`config.mk`:
```
export PLATFORM = sky130hd
export DESIGN_NAME = tpla_ctrl
export DESIGN_NICKNAME = d
export VERILOG_FILES = /design/src/tpla_pkg.sv /design/src/tpla_ctrl.sv
export SDC_FILE = /design/constraint.sdc
export NUM_CORES = 1
export LEC_CHECK = 0
export ABC_AREA = 0
export BUFFER_PORTS_ARGS = -buffer_cell sky130_fd_sc_hd__buf_2
export CAP_MARGIN = 15
export CELL_PAD_IN_SITES_DETAIL_PLACEMENT = 0
export CELL_PAD_IN_SITES_GLOBAL_PLACEMENT = 1
export CORE_UTILIZATION = 39
export CTS_BUF_LIST = sky130_fd_sc_hd__clkbuf_4 sky130_fd_sc_hd__clkbuf_8
export DETAILED_ROUTE_END_ITERATION = 16
export PLACE_DENSITY = 0.88
export RECOVER_POWER = 50
export SYNTH_ARGS = -nofsm -noshare
export SYNTH_HDL_FRONTEND = slang
export SYNTH_SLANG_ARGS = --single-unit
```
`constraint.sdc`:
```
create_clock -name clk_i -period 1.8 [get_ports clk_i]
set_input_delay 0.09 -clock clk_i [delete_from_list [all_inputs] [get_ports clk_i]]
set_output_delay 0.09 -clock clk_i [all_outputs]
set_load 0.01 [all_outputs]
```
`src/tpla_pkg.sv`:
```
`timescale 1ns / 1ps
package tpla_pkg;

  localparam int CoordWidthDef = 28;
  localparam int RangeWidthDef = 48;

  localparam logic [15:0] BaseScaleReset = 16'd18204;

  localparam logic [1:0] LayerBaseLo = 2'd1;
  localparam logic [1:0] LayerBaseHi = 2'd2;

  localparam int SumWidth   = 64;
  localparam int RootWidth  = SumWidth / 2;
  localparam int RootSteps  = RootWidth;
  localparam int CountWidth = $clog2(RootSteps);

  // square pipeline: three squares, one extra beat to fold in the last one
  localparam logic [1:0] SqLast = 2'd3;

  typedef struct packed {
    logic       load_in;
    logic       scale;
    logic       sq_en;
    logic [1:0] sq_idx;
    logic       root_step;
    logic       base;
    logic       acc;
    logic       load_out;
  } cmd_t;

  typedef struct packed {
    logic add;
  } sts_t;

endpackage

```
`src/tpla_ctrl.sv`:
```
`timescale 1ns / 1ps
module tpla_ctrl (
  input  logic          clk_i,
  input  logic          rst_ni,
  input  logic          in_valid_i,
  output logic          in_stall_o,
  output logic          out_valid_o,
  input  logic          out_stall_i,
  input  tpla_pkg::sts_t sts_i,
  output tpla_pkg::cmd_t cmd_o
);

  localparam logic [2:0] StIdle   = 3'd0;
  localparam logic [2:0] StScale  = 3'd1;
  localparam logic [2:0] StSquare = 3'd2;
  localparam logic [2:0] StRoot   = 3'd3;
  localparam logic [2:0] StBase   = 3'd4;
  localparam logic [2:0] StAccum  = 3'd5;
  localparam logic [2:0] StWrite  = 3'd6;

  logic [2:0] state_q, state_d;
  logic [tpla_pkg::CountWidth-1:0] cnt_q, cnt_d;
  logic out_valid_q, out_valid_d;
  logic slot_free;

  assign slot_free  = !out_valid_q || !out_stall_i;
  assign in_stall_o = (state_q != StIdle);
  assign out_valid_o = out_valid_q;

  always_comb begin
    state_d = state_q;
    cnt_d   = cnt_q;
    cmd_o   = '0;
    cmd_o.sq_idx = cnt_q[1:0];
    case (state_q)
      StIdle: begin
        if (in_valid_i) begin
          cmd_o.load_in = 1'b1;
          state_d = sts_i.add ? StScale : StWrite;
        end
      end
      StScale: begin
        cmd_o.scale = 1'b1;
        cnt_d   = '0;
        state_d = StSquare;
      end
      StSquare: begin
        cmd_o.sq_en = 1'b1;
        if (cnt_q[1:0] == tpla_pkg::SqLast) begin
          cnt_d   = '0;
          state_d = StRoot;
        end else begin
          cnt_d = cnt_q + 1'b1;
        end
      end
      StRoot: begin
        cmd_o.root_step = 1'b1;
        cnt_d = cnt_q + 1'b1;
        if (cnt_q == tpla_pkg::CountWidth'(tpla_pkg::RootSteps - 1)) begin
          state_d = StBase;
        end
      end
      StBase: begin
        cmd_o.base = 1'b1;
        state_d = StAccum;
      end
      StAccum: begin
        cmd_o.acc = 1'b1;
        state_d = StWrite;
      end
      StWrite: begin
        // hold the result until the output slot frees up
        if (slot_free) begin
          cmd_o.load_out = 1'b1;
          state_d = StIdle;
        end
      end
      default: begin
        state_d = StIdle;
      end
    endcase
  end

  always_comb begin
    if (cmd_o.load_out) begin
      out_valid_d = 1'b1;
    end else if (!out_stall_i) begin
      out_valid_d = 1'b0;
    end else begin
      out_valid_d = out_valid_q;
    end
  end

  always_ff @(posedge clk_i or negedge rst_ni) begin
    if (!rst_ni) begin
      state_q     <= StIdle;
      cnt_q       <= '0;
      out_valid_q <= 1'b0;
    end else begin
      state_q     <= state_d;
      cnt_q       <= cnt_d;
      out_valid_q <= out_valid_d;
    end
  end

endmodule

```
==> results.rst, run 1 <==
.. list-table::
   :header-rows: 1

   * - Metric
     - Value
   * - Status
     - finished clean
   * - Ys flop type
     - sky130_fd_sc_hd__dfrtp_1
   * - Hold violation total from the final report
     - 0
   * - Data required, critical path
     - 1710 ps
   * - Placeable core region
     - ~1500 sq um
   * - Met3 WL post-DR
     - about 78 um
   * - Power density relative to cell area
     - between 1000 and 1500 nW/um^2
   * - Critical path startpoint category
     - flip-flop
   * - Int Power
     - roughly 550 uW
   * - Routed metal-1 wirelength
     - 660 um
   * - Worst Clk Skew
     - approximately 7.4 ps
   * - Peak clock frequency supported by timing
     - approximately 640 MHz
   * - Number of sinks on the clock net
     - 9
   * - CP Capture Type
     - primary output
   * - Peak per-stage delay on the critical path
     - around 540 ps
   * - Global-route wire length before repair
     - approximately 2200 um
   * - Overflow left after global routing
     - 0
   * - Number of buffer cells added on primary ports
     - 15
   * - Count of H-tree levels built during CTS
     - 1
   * - Largest fanout of any net on the critical path
     - 15
   * - Top metal layer carrying routed signals
     - met4
   * - Wire length reported by the detailed router
     - roughly 1300 um
   * - Final setup TNS
     - 0 ps
   * - Fraction of synthesized cell area taken by the top area cell type
     - a little over a third
   * - Unrepaired setup endpoints after global routing
     - no
   * - Total count of max-transition violations in the final report
     - 0
   * - Estimated wirelength of the detail-placed design
     - approximately 940 um
   * - Combined buffer and inverter count along the critical path
     - 2
   * - Switching power total
     - 349.7 uW
   * - Via count of the first global-routing pass
     - about 500
   * - Clock tree from TritonCTS
     - done
   * - Total Routing Usage GR
     - ~16%
   * - Share of synthesized registers carrying an async set or reset
     - 100.0%
   * - Worst Tran Pin Value
     - 512.8 ps
   * - Top post-synthesis cells by area
     - sky130_fd_sc_hd__dfrtp_1 36%, sky130_fd_sc_hd__ha_1 6.0%, sky130_fd_sc_hd__nand2_1 4.2%, sky130_fd_sc_hd__a21oi_1 4.0%, sky130_fd_sc_hd__buf_4 3.6%
   * - Leakage power
     - around 0.00037 uW
   * - Horizontal extent of the die
     - approximately 42 um
   * - Net count after synthesis
     - 76
   * - Timing startpoint of the critical path
     - state_q[2]$_DFFE_PN0P_
   * - Clock input transition at the sequential cells of the worst setup and hold paths
     - about 60 ps
   * - Slew margin rel.
     - 65.82%
   * - Last weighted congestion value of the routability-driven placer
     - approximately 0.76
   * - Clock buffers created by TritonCTS
     - 3
   * - Part of the cycle the worst path needs
     - a little under 90%
   * - Largest delay contributor family on the critical path
     - flip-flops
   * - Power share of the clock group
     - between 10% and 20%
   * - Number of endpoints failing setup at the final stage
     - 0
   * - Final nets
     - between 90 and 100
   * - Most frequent cells in the layout
     - 11 x sky130_fd_sc_hd__buf_2, 9 x sky130_fd_sc_hd__dfrtp_1, 7 x sky130_fd_sc_hd__nand2_1
   * - Initial DRC count
     - 9
   * - Routed WL per cell
     - ~13 um
   * - Maximum VDD drop
     - about 0.00058 V
   * - Cell with the largest stage delay on the worst path
     - sky130_fd_sc_hd__dfrtp_1
   * - Cell variety after synth
     - 33
   * - Number of synthesized flops with an enable pin
     - 0
   * - Post-CTS setup-driven buffer insertion count
     - 0
   * - Cell type contributing the most total cell area after synthesis
     - sky130_fd_sc_hd__dfrtp_1
   * - Ports placed on the boundary
     - 16
   * - Number of search-and-repair iterations in the first detailed-routing pass
     - 5
   * - Cell-by-cell listing of the critical path
     - and2b_4 > nand2_1 > inv_1 > buf_2
   * - Path class of the lowest-slack min-delay path
     - input pin to flip-flop
   * - Post-synthesis register bit count
     - 9
   * - Yosys warnings
     - 0
   * - Fraction of power spent switching nets
     - 38.73%
   * - Final cell utilization of the core
     - 46.68%
   * - Clock insertion delay at the later pin of the skew report
     - 260 ps
   * - Gate count after technology mapping
     - 68
   * - DRC violation count after routing
     - 0
   * - Die outline height
     - roughly 42 um
   * - Min-delay src
     - out_stall_i
   * - Comb power frac
     - about two fifths
   * - Number of antenna violations at the first check in global routing
     - 0
   * - Per-instance average area after synthesis
     - between 9 and 10 sq um
   * - Synthesis-to-finish area growth
     - 12.85%
   * - Clock Path Buffers
     - 2
   * - Post-route antenna net violation count
     - 0
   * - Total standard cell area after synthesis
     - slightly above 600 sq um
   * - DR vias/cell
     - 5.633
   * - Startpoint of the worst register-to-register path
     - cnt_q[0]$_DFFE_PN0P_
   * - Arr. time, crit path
     - 1480 ps
   * - Number of rows created at floorplan
     - 14
   * - Part of the power in registers
     - around 42%
   * - Post-route minimum period
     - between 1500 and 2000 ps
   * - Pin count of the biggest net entering global routing
     - 17
   * - Share of layout cells above drive strength 1
     - ~23%
   * - Starting density of the core
     - around two fifths
   * - Critical path type
     - flip-flop to primary output
   * - Clk Tree Root Cell
     - sky130_fd_sc_hd__clkbuf_4
   * - Total die area
     - 1761 sq um
   * - Sequential share of the synthesized area
     - between 30% and 40%
   * - Number of max-cap violations
     - 0
   * - Via total after detailed routing
     - 552
   * - Most common library cell in the layout ignoring fill and taps
     - sky130_fd_sc_hd__buf_2
   * - Antenna diodes
     - 0
   * - Routed wire length on met2
     - between 500 and 600 um
[worst register-to-register path, delay by kind of cell (launching register included)]
family | cells | cell delay [ps]
adder cells (fa/ha/maj) | 2 | 510
flip-flops | 1 | 420
AO/OA/AOI/OAI | 1 | 210
AND/OR/NAND/NOR | 1 | 190
[through the flow]
stage | hold WS [ps] | instance area, sq um | setup slack, ps | cells | total power, uW
4_1_cts | 108.8 | 714.4 | 218.7 | 98 | 926.8
3_3_place_gp | -40.62 | 674.4 | 385.6 | 93 | 735.1
2_1_floorplan | -205.6 | 623.1 | 406.6 | 68 | 668.3
6_report | 117.3 | 703.2 | 230.3 | 98 | 903.1
5_1_grt | 133.9 | 703.2 | 127.0 | 98 | 987.3
3_5_place_dp | -38.96 | 674.4 | 359.7 | 93 | 744.7
[layout make-up]
type                            count  area (sq um)
Fill cell                         156         803.3
Multi-Input combinational cell     50         336.6
Sequential cell                     9         225.2
Timing Repair Buffer               16         80.08
Clock buffer                        4         30.03
Tap cell                           16         20.02
Inverter                            3         11.26
[cells by family after synthesis]
group	Yosys count	synth area share [%]
buffers and inverters	9	8.835
adders and majority gates	3	6.025
AOI/OAI and AO/OA	20	22.69
DFF	9	36.15
and+or+nand+nor	27	26.31
[per-layer routing]
layer  up-vias  global-route usage (%)
met5         -                       0
met4         0                   3.226
met3         2                   6.466
met2        14                   24.06
met1       260                   22.65
li1        276                       -
[timing repair]
item,4_1_cts,5_1_grt
gates resized for setup,0,0
hold endpoints to repair,9,0
hold buffers,1,0
[power groups by stage]
stage | clock [uW] | sequential (uW) | combinational, uW
after global placement | 0 | 379 | 356
after global routing | 194 | 387 | 407
after CTS | 181 | 377 | 369
after detailed placement | 0 | 381 | 364
after floorplan | 0 | 333 | 335
final | 172 | 375 | 356
[state kept, by name, indices dropped and copies added (netlist names)]
name         count
out_valid_o      1
state_q          3
cnt_q            5
[worst paths after layout]
check                      cells past startpoint                      end  slack [ps]
hold / removal                                 3  out_valid_o$_DFFE_PN0P_         120
setup / recovery                               4                 cmd_o[3]         230
max in group asynchronous                      2   state_q[0]$_DFFE_PN0P_        1150
setup reg to reg                               4     cnt_q[4]$_DFFE_PN0P_         350
min in group asynchronous                      2     cnt_q[3]$_DFFE_PN0P_         300
hold reg to reg                                1     cnt_q[4]$_DFFE_PN0P_         500
[synth_stat cells, types with 2 or more instances]
cell type                  n
sky130_fd_sc_hd__dfrtp_1   9
sky130_fd_sc_hd__nand2_1   7
sky130_fd_sc_hd__a21oi_1   5
sky130_fd_sc_hd__nor2_1    5
sky130_fd_sc_hd__and3_1    3
sky130_fd_sc_hd__buf_4     3
sky130_fd_sc_hd__ha_1      3
sky130_fd_sc_hd__nand2b_1  3
sky130_fd_sc_hd__o21ai_0   3
sky130_fd_sc_hd__buf_2     2
sky130_fd_sc_hd__inv_1     2
sky130_fd_sc_hd__o221ai_1  2
Power figures use the tool's default switching activity.
==> run 2, diff against run 1 <==
CELL_PAD_IN_SITES_DETAIL_PLACEMENT = 1   (was 0)
CELL_PAD_IN_SITES_GLOBAL_PLACEMENT = 2   (was 1)
CORE_UTILIZATION = 31   (was 39)
PLACE_DENSITY = 0.87   (was 0.88)
SETUP_SLACK_MARGIN = 0.3   (was default)
==> results.rst, run 2 (synthesis results as in run 1) <==
.. list-table::
   :header-rows: 1

   * - Metric
     - Value
   * - Status
     - finished clean
   * - Total die area
     - 2193 sq um
   * - DR vias/cell
     - 4.903
   * - Top reg by flops
     - cnt_q
   * - Final Instance Count excl. Fillers
     - roughly 110
   * - Leakage power
     - between 0.0003 and 0.0004 uW
   * - Most common library cell in the layout ignoring fill and taps
     - sky130_fd_sc_hd__buf_2
   * - Clock tree from TritonCTS
     - done
   * - DRC violation count after routing
     - 0
   * - Number of max-cap violations
     - 0
   * - Clock Path Buffers
     - 2
   * - Overflow left after global routing
     - 0
   * - Smallest hold slack
     - around 120 ps
   * - Number of rows created at floorplan
     - 15
   * - Final nets
     - a little under 100
   * - Placed Cells incl. Taps
     - approximately 100
   * - Placeable core region
     - 1802 sq um
   * - Clk Tree Root Cell
     - sky130_fd_sc_hd__clkbuf_4
   * - Routed WL per cell
     - 13.41 um
   * - Hold violation total from the final report
     - 0
   * - Share of layout cells above drive strength 1
     - around a third
   * - Arr. time, crit path
     - approximately 1400 ps
   * - Ports placed on the boundary
     - 16
   * - Via count of the first global-routing pass
     - about 490
   * - Post-layout instance area
     - 770.7 sq um
   * - Area of placed instances
     - between 600 and 700 sq um
   * - Number of sinks on the clock net
     - 9
   * - Critical path startpoint category
     - flip-flop
   * - Part of the cycle the worst path needs
     - 84.49%
   * - Estimated wirelength of the detail-placed design
     - slightly above 1000 um
   * - Synthesis-to-finish area growth
     - 23.69%
   * - Final setup TNS
     - 0 ps
   * - Antenna diodes
     - 0
   * - Post-route antenna net violation count
     - 0
   * - Horizontal extent of the die
     - 46.83 um
   * - Die outline height
     - ~47 um
   * - Slew margin rel.
     - roughly 65%
   * - Path class of the lowest-slack min-delay path
     - input pin to flip-flop
   * - Maximum VDD drop
     - roughly 0.00063 V
   * - Unrepaired setup endpoints after global routing
     - no
   * - Peak clock frequency supported by timing
     - between 600 and 700 MHz
   * - Worst Clk Skew
     - ~6.7 ps
   * - Total Routing Usage GR
     - around 17%
   * - Initial DRC count
     - 2
   * - Global-route wire length before repair
     - between 2000 and 2500 um
   * - Critical path type
     - flip-flop to primary output
   * - CP Capture Type
     - primary output
   * - Power density relative to cell area
     - approximately 1200 nW/um^2
   * - Worst Tran Pin Value
     - 526.1 ps
   * - Number of endpoints failing setup at the final stage
     - 0
   * - Last weighted congestion value of the routability-driven placer
     - 0.7096
   * - Clock insertion delay at the later pin of the skew report
     - 270 ps
   * - Number of buffer cells added on primary ports
     - 15
   * - Number of antenna violations at the first check in global routing
     - 0
   * - Via total after detailed routing
     - 554
   * - Largest fanout of any net on the critical path
     - 15
   * - Count of H-tree levels built during CTS
     - 1
   * - Clock buffers created by TritonCTS
     - 3
   * - Clock input transition at the sequential cells of the worst setup and hold paths
     - about 70 ps
   * - Total count of max-transition violations in the final report
     - 0
   * - Most frequent cells in the layout
     - 11 x sky130_fd_sc_hd__buf_2, 7 x sky130_fd_sc_hd__nand2_1, 7 x sky130_fd_sc_hd__dfrtp_1
   * - Data required, critical path
     - 1710 ps
   * - Pwr Total
     - between 900 and 1000 uW
   * - Post-route minimum period
     - approximately 1500 ps
   * - Starting density of the core
     - roughly 35%
   * - Wire length reported by the detailed router
     - roughly 1500 um
   * - Number of flip-flops under the largest register name
     - 5
   * - Pin count of the biggest net entering global routing
     - 17
   * - Number of search-and-repair iterations in the first detailed-routing pass
     - 2
## run 2: final timing paths
check	start	slack [ps]	depth (start not counted)	endpoint
min in group asynchronous	rst_ni	310	2	out_valid_o$_DFFE_PN0P_
worst max register to register	cnt_q[0]$_DFFE_PN0P_	380	5	state_q[1]$_DFFE_PN0P_
worst min register to register	cnt_q[4]$_DFFE_PN0P_	500	1	cnt_q[4]$_DFFE_PN0P_
worst max-delay path	state_q[1]$_DFFE_PN0P_	280	4	cmd_o[3]
worst min-delay path	out_stall_i	120	3	out_valid_o$_DFFE_PN0P_
max in group asynchronous	rst_ni	1120	2	state_q[2]$_DFFE_PN0P_
## run 2: layer usage
metal,vias up,track usage [%],wire [um]
li1,284,-,-
met1,260,23.35,773
met2,8,23.06,698
met3,2,4.615,34
met4,0,10.29,9
met5,-,0,0
## run 2: what timing repair did
| item | CTS | global route |
|---|---|---|
| buffers inserted | 3 | 3 |
| hold endpoints to repair | 9 | 0 |
| hold buffers | 1 | 0 |
| cloned | 0 | 0 |
| endpoints found under the setup margin | 4 | 5 |
| gates resized for setup | 2 | 2 |
## run 2: where the power goes
part / internal, uW / leakage (uW) / switching [uW]
Clock: 101 / 0.0000184 / 75.2
Sequential: 275 / 0.000106 / 102
Combinational: 209 / 0.000273 / 186
Total: 584 / 0.000397 / 363
## run 2: cell type report
cell class              instances  area, sq um
repair buffers                 22        125.1
clock buffers                   4        30.03
inverters                       3        11.26
fillers                       241         1031
multi-input cells              50        345.3
flip-flops and latches          9        227.7
well taps                      25        31.28
## run 2: metrics by stage
step / setup slack [ps] / utilization, %
final: 279.2 / 42.78
after detailed placement: 345.1 / 38.06
after global placement: 380.4 / 38.06
after global routing: 175.1 / 42.78
after CTS: 327.5 / 41.67
after floorplan: 406.6 / -
## run 2: critical path, cell delays in order (launching register included)
cell and delay, ps:
sky130_fd_sc_hd__dfrtp_1 610, sky130_fd_sc_hd__and2b_4 270, sky130_fd_sc_hd__nand2_1 100, sky130_fd_sc_hd__inv_1 70, sky130_fd_sc_hd__buf_2 120
==> run 3, diff against run 2 <==
clock period = 1.5 ns   (was 1.8 ns; I/O delays follow)
==> results.rst, run 3 (synthesis results as in run 1) <==
.. list-table::
   :header-rows: 1

   * - Metric
     - Value
   * - Number of antenna violations at the first check in global routing
     - 0
   * - Post-route antenna net violation count
     - 0
   * - Ports placed on the boundary
     - 16
   * - Worst Tran Pin Value
     - 566.0 ps
   * - Via total after detailed routing
     - between 600 and 700
   * - Global-route wire length before repair
     - approximately 3100 um
   * - R2R setup slack
     - 170 ps
   * - Via count of the first global-routing pass
     - between 600 and 700
   * - Pin count of the biggest net entering global routing
     - 10
   * - Power density relative to cell area
     - ~1500 nW/um^2
   * - Clock buffers created by TritonCTS
     - 3
   * - Most common library cell in the layout ignoring fill and taps
     - sky130_fd_sc_hd__buf_4
   * - Wire length reported by the detailed router
     - roughly 2300 um
   * - Number of buffer cells added on primary ports
     - 15
   * - Final cell utilization of the core
     - 57.71%
   * - Number of endpoints failing setup at the final stage
     - 0
   * - Antenna diodes
     - 0
   * - Status
     - finished clean
   * - Final setup TNS
     - 0 ps
   * - Placeable core region
     - around 1800 sq um
   * - DRC violation count after routing
     - 0
   * - Last weighted congestion value of the routability-driven placer
     - about 0.73
   * - Leakage power
     - 0.0005116 uW
   * - Share of layout cells above drive strength 1
     - a little under three fifths
   * - Slew margin rel.
     - 62.26%
   * - Peak per-stage delay on the critical path
     - 460 ps
   * - Hold Path Sink
     - out_valid_o$_DFFE_PN0P_
   * - Critical path type
     - flip-flop to primary output
   * - Post-route minimum period
     - 1345 ps
   * - Starting density of the core
     - 34.58%
   * - Routed WL per cell
     - 17.93 um
   * - Synthesis-to-finish area growth
     - 66.87%
   * - Unrepaired setup endpoints after global routing
     - yes
   * - DR vias/cell
     - between 5 and 6
   * - Peak clock frequency supported by timing
     - around 740 MHz
   * - Worst R2R End
     - cnt_q[4]$_DFFE_PN0P_
   * - Clock insertion delay at the later pin of the skew report
     - between 200 and 300 ps
   * - Cell-by-cell listing of the critical path
     - buf_6 > nor2_4 > and3_1 > buf_2
   * - Hold violation total from the final report
     - 0
   * - Number of search-and-repair iterations in the first detailed-routing pass
     - 4
   * - Total Routing Usage GR
     - 21.21%
   * - Largest fanout of any net on the critical path
     - 6
   * - Clock tree from TritonCTS
     - done
   * - Hold depth
     - 3
   * - Count of H-tree levels built during CTS
     - 1
   * - Logic depth of the worst register-to-register path
     - 4
   * - Number of flip-flops under the largest register name
     - 5
   * - Top reg by flops
     - cnt_q
   * - Number of sinks on the clock net
     - 9
   * - Clk Tree Root Cell
     - sky130_fd_sc_hd__clkbuf_4
   * - Horizontal extent of the die
     - 46.83 um
   * - Part of the cycle the worst path needs
     - ~90%
   * - Critical path startpoint category
     - flip-flop
   * - Number of rows created at floorplan
     - 15
   * - Cell with the largest stage delay on the worst path
     - sky130_fd_sc_hd__dfrtp_2
   * - Most frequent cells in the layout
     - 15 x sky130_fd_sc_hd__buf_4, 10 x sky130_fd_sc_hd__buf_2, 8 x sky130_fd_sc_hd__buf_6
   * - Overflow left after global routing
     - 0
   * - Die outline height
     - 46.83 um
   * - Initial DRC count
     - 13
   * - Startpoint of the worst register-to-register path
     - cnt_q[1]$_DFFE_PN0P_
   * - Arr. time, crit path
     - 1270 ps
   * - CP Capture Type
     - primary output
   * - Final nets
     - 115
   * - Min-delay src
     - out_stall_i
   * - Total die area
     - ~2200 sq um
   * - Clock Path Buffers
     - 2
   * - Clock input transition at the sequential cells of the worst setup and hold paths
     - ~70 ps
   * - Maximum VDD drop
     - 0.0009215 V
   * - Estimated wirelength of the detail-placed design
     - between 1000 and 1500 um
   * - Path class of the lowest-slack min-delay path
     - input pin to flip-flop
   * - Fillcell total
     - 213
   * - Number of max-cap violations
     - 0
   * - Data required, critical path
     - 1420 ps
   * - Worst Clk Skew
     - roughly 7.0 ps
   * - Total count of max-transition violations in the final report
     - 0
run 3: cell types whose count changed in the layout (fill, tap and decap cells not counted), sizes merged:
cell	delta
buf	+18
run 3: area by class of cell:
cell class / count / area [sq um] / share of cell area (%)
clock buffers: 4 / 30.03 / 2.888
inverters: 3 / 11.26 / 1.083
multi-input cells: 50 / 441.7 / 42.48
flip-flops and latches: 9 / 229.0 / 22.02
well taps: 25 / 31.28 / 3.008
repair buffers: 40 / 296.5 / 28.52
run 3: layer usage:
metal	vias up	track usage, %	part of all wire [%]	wire (um)
li1	323	-	-	-
met1	336	28.54	45	1057
met2	16	33.06	52	1228
met3	2	3.462	2.2	51
met4	0	10.29	0.51	12
met5	-	0	0	0
run 3: power breakdown:
group	internal, uW	leakage, uW	switching (uW)
clock network	121	0.0000184	98.5
registers	331	0.000105	103
logic	512	0.000388	435
run 3: through the flow:
stage,total power [uW],setup slack (ps),instances,hold WS (ps),area (sq um)
after global placement,966.2,198.0,105,-55.21,733.2
after global routing,1704,109.9,131,156.7,1040
after floorplan,827.0,218.4,68,-220.6,648.1
after CTS,1413,179.1,124,88.68,922.1
final,1600,154.7,131,123.5,1040
after detailed placement,996.7,129.9,105,-51.11,733.2
run 3: worst max-delay path by stage:
stage,slack (ps),end,start,depth (start not counted)
after floorplan,220,cnt_q[4]$_DFFE_PN0P_,cnt_q[1]$_DFFE_PN0P_,4
after global placement,200,state_q[1]$_DFFE_PN0P_,cnt_q[1]$_DFFE_PN0P_,5
after detailed placement,130,state_q[1]$_DFFE_PN0P_,cnt_q[1]$_DFFE_PN0P_,5
after CTS,180,cmd_o[6],state_q[2]$_DFFE_PN0P_,4
after global routing,110,cmd_o[8],state_q[1]$_DFFE_PN0P_,4
final,150,cmd_o[8],state_q[1]$_DFFE_PN0P_,4
run 3: critical path, delay by kind of cell (launching register included):
family,cells,cell delay (ps)
flip-flops,1,460
AND/OR/NAND/NOR,2,260
buffers and inverters,2,270
run 3: repair_timing:
item,in CTS,in global routing
setup buffers,14,7
hold endpoints to repair,9,0
hold buffers,1,0
pin swaps,4,7
endpoints found under the setup margin,15,15
gates resized for setup,11,21
